==> src/hdl/pbrf_pkg.sv <==
// pbrf_pkg: shared types, constants and the piece letter lookup
// for the packed board record to FEN converter.
// No dependencies.
package pbrf_pkg;

	localparam int RECORD_BYTES = 32;

	typedef logic [4:0] byte_addr_t;
	typedef logic [3:0] piece_code_t;

	localparam byte_addr_t OCC_LAST_ADDR    = 5'd7;
	localparam byte_addr_t PIECE_LAST_ADDR  = 5'd23;
	localparam byte_addr_t SCORE_LO_ADDR    = 5'd24;
	localparam byte_addr_t SCORE_HI_ADDR    = 5'd25;
	localparam byte_addr_t OUTCOME_ADDR     = 5'd26;
	localparam byte_addr_t RECORD_LAST_ADDR = 5'd31;

	localparam piece_code_t EMPTY_CODE = 4'h7;

	localparam logic [1:0] REG_SKIP_STRIDE  = 2'd0;
	localparam logic [1:0] REG_RECORD_LIMIT = 2'd1;

	localparam logic [7:0] DIGIT_ZERO = 8'h30;
	localparam logic [7:0] LOWER_BIT  = 8'h20;

	typedef struct packed {
		logic [3:0]  char_count;
		logic [63:0] text;
	} rank_text_t;

	// 0 means no piece (empty square, including type codes 6 and 7)
	function automatic logic [7:0] code_letter(piece_code_t code);
		logic [7:0] ch;
		case (code[2:0])
			3'd0: ch = 8'h50;
			3'd1: ch = 8'h4E;
			3'd2: ch = 8'h42;
			3'd3: ch = 8'h52;
			3'd4: ch = 8'h51;
			3'd5: ch = 8'h4B;
			default: ch = 8'h00;
		endcase
		if (code[3] && ch != 8'h00) begin
			ch = ch | LOWER_BIT;
		end
		return ch;
	endfunction

endpackage

==> src/hdl/packed_board_record_to_fen.sv <==
// packed_board_record_to_fen: top level, 32-byte record buffer in RAM, board decoder.
// Depends on pbrf_pkg, pbrf_ram, pbrf_rank_fmt.
// Bytes transfer one per cycle while the block is idle. After the last byte of a kept
// record the input stalls while the buffer is read to the outcome byte, the squares
// are placed and the eight ranks go out, one per cycle unless the output stalls.
// Records that are skipped or over the limit cost nothing beyond their 32 bytes.
// Reset clears counters and handshakes; the RAM and data registers are not cleared.
module packed_board_record_to_fen (
	input  logic               clk,
	input  logic               arst_n,
	input  logic               cfg_write,
	input  logic [1:0]         cfg_index,
	input  logic [31:0]        cfg_data,
	input  logic               record_valid,
	output logic               record_ready,
	input  logic [7:0]         record_byte,
	output logic               result_valid,
	input  logic               result_ready,
	output logic [2:0]         rank_number,
	output logic [3:0]         char_count,
	output logic [63:0]        rank_text,
	output logic signed [15:0] eval_score,
	output logic [7:0]         game_outcome,
	output logic               last_rank
);
	import pbrf_pkg::*;

	typedef enum logic [2:0] {
		ST_IDLE,
		ST_LOAD,
		ST_LOAD_WAIT,
		ST_PLACE,
		ST_EMIT
	} state_t;

	state_t      state_q;
	byte_addr_t  byte_pos_q;
	byte_addr_t  rd_addr_q;
	byte_addr_t  ld_addr_s1;
	logic        ld_vld_s1;
	logic [7:0]  rd_data;
	logic [31:0] skip_stride_q;
	logic [31:0] record_limit_q;
	logic [31:0] stride_phase_q;
	logic [31:0] emitted_q;
	logic [5:0]  sq_q;
	logic [5:0]  pcnt_q;
	logic [2:0]  rank_q;
	logic [63:0] occ_q;
	logic [127:0] piece_q;
	logic [255:0] board_q;
	logic [15:0] score_q;
	logic [7:0]  outcome_q;
	logic        result_valid_q;
	logic [2:0]  rank_number_q;
	logic [3:0]  char_count_q;
	logic [63:0] rank_text_q;
	logic [15:0] eval_score_q;
	logic [7:0]  game_outcome_q;
	logic        last_rank_q;

	logic        rec_xfer;
	logic [31:0] stride_eff;
	logic        phase_wrap;
	logic        keep;
	logic        limit_hit;
	logic        take_piece;
	piece_code_t place_code;
	logic        emit_fire;
	rank_text_t  fmt;

	assign record_ready = (state_q == ST_IDLE);
	assign rec_xfer     = record_valid && record_ready;
	assign stride_eff   = (skip_stride_q == 32'd0) ? 32'd1 : skip_stride_q;
	assign phase_wrap   = ({1'b0, stride_phase_q} + 33'd1) >= {1'b0, stride_eff};
	assign keep         = (stride_phase_q == 32'd0);
	assign limit_hit    = (record_limit_q != 32'd0) && (emitted_q >= record_limit_q);
	assign take_piece   = occ_q[0] && !pcnt_q[5];
	assign place_code   = take_piece ? piece_q[3:0] : EMPTY_CODE;
	assign emit_fire    = (state_q == ST_EMIT) && (!result_valid_q || result_ready);

	pbrf_ram #(
		.WIDTH(8),
		.DEPTH(RECORD_BYTES)
	) u_buf (
		.clk     (clk),
		.wr_en   (rec_xfer),
		.wr_addr (byte_pos_q),
		.wr_data (record_byte),
		.rd_addr (rd_addr_q),
		.rd_data (rd_data)
	);

	pbrf_rank_fmt u_fmt (
		.squares (board_q[255:224]),
		.fmt     (fmt)
	);

	always_ff @(posedge clk or negedge arst_n) begin
		if (!arst_n) begin
			state_q        <= ST_IDLE;
			byte_pos_q     <= '0;
			rd_addr_q      <= '0;
			ld_vld_s1      <= 1'b0;
			skip_stride_q  <= 32'd1;
			record_limit_q <= 32'd0;
			stride_phase_q <= 32'd0;
			emitted_q      <= 32'd0;
			sq_q           <= 6'd0;
			pcnt_q         <= 6'd0;
			rank_q         <= 3'd0;
			result_valid_q <= 1'b0;
		end else begin
			if (cfg_write) begin
				case (cfg_index)
					REG_SKIP_STRIDE:  skip_stride_q  <= cfg_data;
					REG_RECORD_LIMIT: record_limit_q <= cfg_data;
					default: ;
				endcase
			end
			ld_vld_s1 <= (state_q == ST_LOAD);
			if (emit_fire) begin
				result_valid_q <= 1'b1;
			end else if (result_ready) begin
				result_valid_q <= 1'b0;
			end
			case (state_q)
				ST_IDLE: begin
					if (rec_xfer) begin
						byte_pos_q <= byte_pos_q + 5'd1;
						if (byte_pos_q == RECORD_LAST_ADDR) begin
							stride_phase_q <= phase_wrap ? 32'd0 : stride_phase_q + 32'd1;
							if (keep && !limit_hit) begin
								state_q   <= ST_LOAD;
								rd_addr_q <= '0;
								if (emitted_q != 32'hFFFF_FFFF) begin
									emitted_q <= emitted_q + 32'd1;
								end
							end
						end
					end
				end
				ST_LOAD: begin
					rd_addr_q <= rd_addr_q + 5'd1;
					if (rd_addr_q == OUTCOME_ADDR) begin
						state_q <= ST_LOAD_WAIT;
					end
				end
				ST_LOAD_WAIT: begin
					state_q <= ST_PLACE;
					sq_q    <= 6'd0;
					pcnt_q  <= 6'd0;
				end
				ST_PLACE: begin
					sq_q <= sq_q + 6'd1;
					if (take_piece) begin
						pcnt_q <= pcnt_q + 6'd1;
					end
					if (sq_q == 6'd63) begin
						state_q <= ST_EMIT;
						rank_q  <= 3'd7;
					end
				end
				ST_EMIT: begin
					if (emit_fire) begin
						rank_q <= rank_q - 3'd1;
						if (rank_q == 3'd0) begin
							state_q <= ST_IDLE;
						end
					end
				end
				default: state_q <= ST_IDLE;
			endcase
		end
	end

	// record fields are shifted in as they come out of the buffer
	always_ff @(posedge clk) begin
		ld_addr_s1 <= rd_addr_q;
		if (ld_vld_s1) begin
			if (ld_addr_s1 <= OCC_LAST_ADDR) begin
				occ_q <= {rd_data, occ_q[63:8]};
			end else if (ld_addr_s1 <= PIECE_LAST_ADDR) begin
				piece_q <= {rd_data, piece_q[127:8]};
			end else if (ld_addr_s1 == SCORE_LO_ADDR) begin
				score_q[7:0] <= rd_data;
			end else if (ld_addr_s1 == SCORE_HI_ADDR) begin
				score_q[15:8] <= rd_data;
			end else if (ld_addr_s1 == OUTCOME_ADDR) begin
				outcome_q <= rd_data;
			end
		end
		if (state_q == ST_PLACE) begin
			occ_q   <= {1'b0, occ_q[63:1]};
			board_q <= {place_code, board_q[255:4]};
			if (take_piece) begin
				piece_q <= {4'h0, piece_q[127:4]};
			end
		end
		if (emit_fire) begin
			board_q        <= {board_q[223:0], 32'h0};
			rank_number_q  <= rank_q;
			char_count_q   <= fmt.char_count;
			rank_text_q    <= fmt.text;
			eval_score_q   <= score_q;
			game_outcome_q <= outcome_q;
			last_rank_q    <= (rank_q == 3'd0);
		end
	end

	assign result_valid = result_valid_q;
	assign rank_number  = rank_number_q;
	assign char_count   = char_count_q;
	assign rank_text    = rank_text_q;
	assign eval_score   = eval_score_q;
	assign game_outcome = game_outcome_q;
	assign last_rank    = last_rank_q;

endmodule

==> src/hdl/pbrf_ram.sv <==
// pbrf_ram: generic single-write, single-read RAM with registered read data.
// No dependencies.
module pbrf_ram #(
	parameter int WIDTH = 8,
	parameter int DEPTH = 32
) (
	input  logic                     clk,
	input  logic                     wr_en,
	input  logic [$clog2(DEPTH)-1:0] wr_addr,
	input  logic [WIDTH-1:0]         wr_data,
	input  logic [$clog2(DEPTH)-1:0] rd_addr,
	output logic [WIDTH-1:0]         rd_data
);

	logic [WIDTH-1:0] mem [DEPTH];

	always_ff @(posedge clk) begin
		if (wr_en) begin
			mem[wr_addr] <= wr_data;
		end
		rd_data <= mem[rd_addr];
	end

endmodule

==> src/hdl/pbrf_rank_fmt.sv <==
// pbrf_rank_fmt: formats eight square codes of one rank into FEN placement text.
// Depends on pbrf_pkg.
module pbrf_rank_fmt (
	input  logic [31:0]          squares,
	output pbrf_pkg::rank_text_t fmt
);
	import pbrf_pkg::*;

	logic [7:0] txt [8];
	logic [3:0] len;
	logic [3:0] run;
	logic [7:0] ch;

	always_comb begin
		for (int i = 0; i < 8; i++) begin
			txt[i] = 8'h00;
		end
		len = 4'd0;
		run = 4'd0;
		ch  = 8'h00;
		for (int f = 0; f < 8; f++) begin
			ch = code_letter(squares[f*4 +: 4]);
			if (ch == 8'h00) begin
				run = run + 4'd1;
			end else begin
				if (run != 4'd0) begin
					txt[len[2:0]] = DIGIT_ZERO + {4'h0, run};
					len = len + 4'd1;
					run = 4'd0;
				end
				txt[len[2:0]] = ch;
				len = len + 4'd1;
			end
		end
		if (run != 4'd0) begin
			txt[len[2:0]] = DIGIT_ZERO + {4'h0, run};
			len = len + 4'd1;
		end
		fmt.char_count = len;
		fmt.text = {txt[7], txt[6], txt[5], txt[4], txt[3], txt[2], txt[1], txt[0]};
	end

endmodule
==> config.mk <==
export PLATFORM = sky130hd
export DESIGN_NAME = packed_board_record_to_fen
export DESIGN_NICKNAME = d
export VERILOG_FILES = /design/src/hdl/pbrf_pkg.sv /design/src/hdl/packed_board_record_to_fen.sv /design/src/hdl/pbrf_ram.sv /design/src/hdl/pbrf_rank_fmt.sv
export SDC_FILE = /design/constraint.sdc
export NUM_CORES = 2
export LEC_CHECK = 0
export BUFFER_PORTS_ARGS = -buffer_cell sky130_fd_sc_hd__clkbuf_2
export CORE_ASPECT_RATIO = 0.6
export CORE_UTILIZATION = 45
export CTS_BUF_LIST = sky130_fd_sc_hd__clkbuf_2 sky130_fd_sc_hd__clkbuf_4 sky130_fd_sc_hd__clkbuf_8
export DETAILED_ROUTE_END_ITERATION = 16
export GPL_TIMING_DRIVEN = 1
export HOLD_SLACK_MARGIN = 0.02
export PLACE_DENSITY_LB_ADDON = 0.05
export SLEW_MARGIN = 10
export SYNTH_ARGS = -nofsm -noshare
export SYNTH_HDL_FRONTEND = slang
export SYNTH_HIERARCHICAL = 1
export SYNTH_SLANG_ARGS = --single-unit
==> constraint.sdc <==
create_clock -name clk -period 9.4 [get_ports clk]
set_input_delay 0.47 -clock clk [delete_from_list [all_inputs] [get_ports clk]]
set_output_delay 0.47 -clock clk [all_outputs]
set_load 0.005 [all_outputs]
==> impl_metrics.json <==
{
  "fin_util": 0.510,
  "async_flop_share": 0.159,
  "hold_viol_final": 0,
  "r2r_end": "rank_text[8]$_DFFE_PP_",
  "clk_pin_slew_worst_paths_ps": 70,
  "reg2reg_depth": 38,
  "yosysTopAreaCell": "edfxtp_1",
  "critPathKind": "reg2reg",
  "synth_area_leaders": "edfxtp_1 (41%), dfrtp_1 (8.1%), dfxtp_1 (7.2%), a22o_1 (4.5%), nand2_1 (4.0%)",
  "io_pins": 145,
  "skew_ps": 44.7,
  "yosysMostFrequentCell": "edfxtp_1",
  "gp_congestion": 0.994,
  "synth_cell_type_count": 120,
  "setup_ws_ps": 485,
  "r2r_start": "board_q[229]$_DFFE_PP_",
  "grt_pass1_wl_mm": 209,
  "grt_max_degree": 97,
  "drt.antenna.violating_nets": 0,
  "slew_headroom": 0.127,
  "yosysWarnings": 6,
  "pwr_density_cell_nw_per_um2": 298,
  "max_cap_violations": 0,
  "synth.avg_cell_area_um2": 11.6,
  "synth_edf_count": 663,
  "regArea_um2": 27400,
  "clock_latency_ps": 890,
  "layout.nets": 4475,
  "synth_top_family_by_area": "compound AO/OA/AOI/OAI gates",
  "synth_fa_ha_area_frac": 0.0245,
  "cpMaxStageDelayCell": "edfxtp_1",
  "synth_flop_cell": "edfxtp_1",
  "numCtsBuffers": 152,
  "grt_overflow": 0,
  "dieArea_um2": 109000,
  "vias_per_cell": 5.98,
  "end_kind": "register",
  "synth_compound_area_frac": 0.158,
  "fin_crit_sh": 0.948,
  "root_buffer": "clkbuf_8",
  "crit_path_max_fanout": 9,
  "dr.pass1.iters": 7,
  "timing.critical_path.required_ps": 10020,
  "cp_top_family": "adder cells",
  "fillCellCount": 9411,
  "drtIter0Drc": 4073,
  "yosys.area.top_type_share": 0.411,
  "crit_buf_inv": 7,
  "post-place-ws_ps": 398,
  "syn2layout_area_growth_pct": 11.4,
  "start_kind": "register",
  "fmax_mhz": 112,
  "peakVddDrop_mv": 0.350,
  "synth_commonest_cells": "edfxtp_1 (663), nand2_1 (518), nor2_1 (298)",
  "timing.hold.ws_ps": 171,
  "cpPeakStageDelay_ps": 490,
  "outcome": "completed",
  "leakage_nw": 21.6,
  "min_period_ps": 8920,
  "multi_input_area_um2": 19700,
  "die_w_um": 426,
  "tightestPinTransition_ps": 1310,
  "fp.dieH_um": 256,
  "reg2reg_slack_ps": 480,
  "drv_slew": 0,
  "crit_top_cell": "ha_1",
  "dp_cells": 5555,
  "portBuffers": 144,
  "antenna_found_initial": 2,
  "rsz0062_at_grt": "true",
  "ys_seq_area_frac": 0.565,
  "hp-start": "record_valid",
  "max-clock-path-buffers": 3,
  "dpl.hpwl_mm": 98.2,
  "htreeDepth": 4,
  "cts_tree": "built",
  "drc": 0,
  "cts.sinks": 995,
  "synth-xor-area-share": 0.0202,
  "wirelength_mm": 141,
  "grt_usage": 0.254,
  "synthCells": 4187,
  "wl_per_cell_um": 24.0,
  "yosys.area_share.simple": 0.119,
  "min_to": "stride_phase_q[4]$_DFFE_PN0P_",
  "drive_gt1_frac": 0.162,
  "start_util": 0.458,
  "vias": 35100,
  "synth_area_um2": 48400,
  "min_path_type": "in2reg",
  "grt_pass1_vias": 32200,
  "setup_viol": 0,
  "fp-row-count": 92,
  "min_path_cells": 3,
  "synthMuxAreaShare": 0.0811,
  "core_area_um2": 106000,
  "cp.arrival_ps": 9530,
  "ys_ff_latch": 995,
  "fin_cells": 5873
}
## worst register-to-register path: cells and delay by family (launching register included)
family	cells	cell delay (ps)
compound gates	12	2360
xor+xnor	1	490
fa+ha+maj	10	3110
buf+inv	7	780
flops	1	490
mux	1	240
simple gates	7	1190
## kinds of logic (layout without fill, tap and decap cells)
kind of cell / count (synthesis) / after routing
simple gates: 1232 / 1232
compound gates: 1100 / 1100
xor+xnor: 97 / 97
mux: 283 / 283
flops: 995 / 995
fa+ha+maj: 95 / 95
buf+inv: 384 / 651
other cells: 1 / 10
## worst max-delay path by stage
stage / startpoint / end / slack [ps] / cells after the start
finish: board_q[229]$_DFFE_PP_ / rank_text[8]$_DFFE_PP_ / 480 / 38
global route: board_q[229]$_DFFE_PP_ / rank_text[8]$_DFFE_PP_ / -10 / 38
CTS: board_q[229]$_DFFE_PP_ / rank_text[17]$_DFFE_PP_ / 320 / 37
detailed placement: board_q[229]$_DFFE_PP_ / rank_text[17]$_DFFE_PP_ / 400 / 37
global placement: board_q[230]$_DFFE_PP_ / rank_text[17]$_DFFE_PP_ / 630 / 37
floorplan: board_q[229]$_DFFE_PP_ / rank_text[57]$_DFFE_PP_ / 110 / 43
## repair_timing
action,CTS,global route
setup endpoints to repair,0,53
endpoints found under the hold margin,159,0
setup buffers,0,0
gates resized for setup,0,7
hold buffers,34,0
## per-stage QoR
step                      TNS [ps]  power (W)  instance area, um^2
after floorplan                  0     0.0101                48500
after global placement           0     0.0122                50500
after detailed placement         0     0.0122                50500
after CTS                        0     0.0159                53900
after global routing         -16.1     0.0168                54000
final                            0     0.0161                54000
## placed cells by master, fill, tap and decap left out, types with 15 or more instances in the layout
cell and instances:
edfxtp_1 663, nand2_1 515, nor2_1 297, a21oi_1 292, a22o_1 249, dfxtp_1 174
clkbuf_8 164, o21ai_0 157, dfrtp_1 155, mux2i_1 146, clkbuf_2 143, inv_1 100
ha_1 95, o22ai_1 92, buf_4 82, mux4_2 80, nand3_1 74, xnor2_1 63
clkbuf_4 63, nor3_1 52, mux2_2 52, nand4_1 47, a22oi_1 46, nor4_1 40
dlygate4sd3_1 34, and3_1 32, nand2b_1 28, a31oi_1 28, clkinv_1 24, xor2_1 22
and2_1 20, and4_1 19, a211oi_1 18, o221ai_1 17, a21o_1 16, clkinv_2 16
nor2b_1 15
## state kept, by name, summed over array words and instances (netlist names), 32 cells and up
name	count
board_q	256
u_buf/mem	256
piece_q	128
occ_q	64
rank_text	64
emitted_q	32
record_limit_q	32
skip_stride_q	32
stride_phase_q	32
## cell type report
type / count / share of cell area
well taps: 1410 / 0.0327
flip-flops and latches: 995 / 0.507
clock buffers: 227 / 0.0506
repair buffers: 260 / 0.0312
clock inverters: 55 / 0.00698
inverters: 109 / 0.00763
diodes: 2 / 0.0000927
multi-input cells: 2815 / 0.364
## layer usage
metal | track usage | vias up | part of all wire
li1 | - | 16200 | -
met1 | 0.422 | 17300 | 0.51
met2 | 0.302 | 1436 | 0.37
met3 | 0.0806 | 181 | 0.10
met4 | 0.0668 | 2 | 0.019
met5 | 0.00307 | - | 0.00033
## where the power goes
| group | total (W) | switching (W) | internal [W] | leakage, nW |
|---|---|---|---|---|
| combinational | 0.00640 | 0.00416 | 0.00225 | 10.4 |
| clock | 0.00370 | 0.00180 | 0.00190 | 1.66 |
| sequential | 0.00597 | 0.000404 | 0.00556 | 9.52 |
Power figures use the tool's default switching activity.
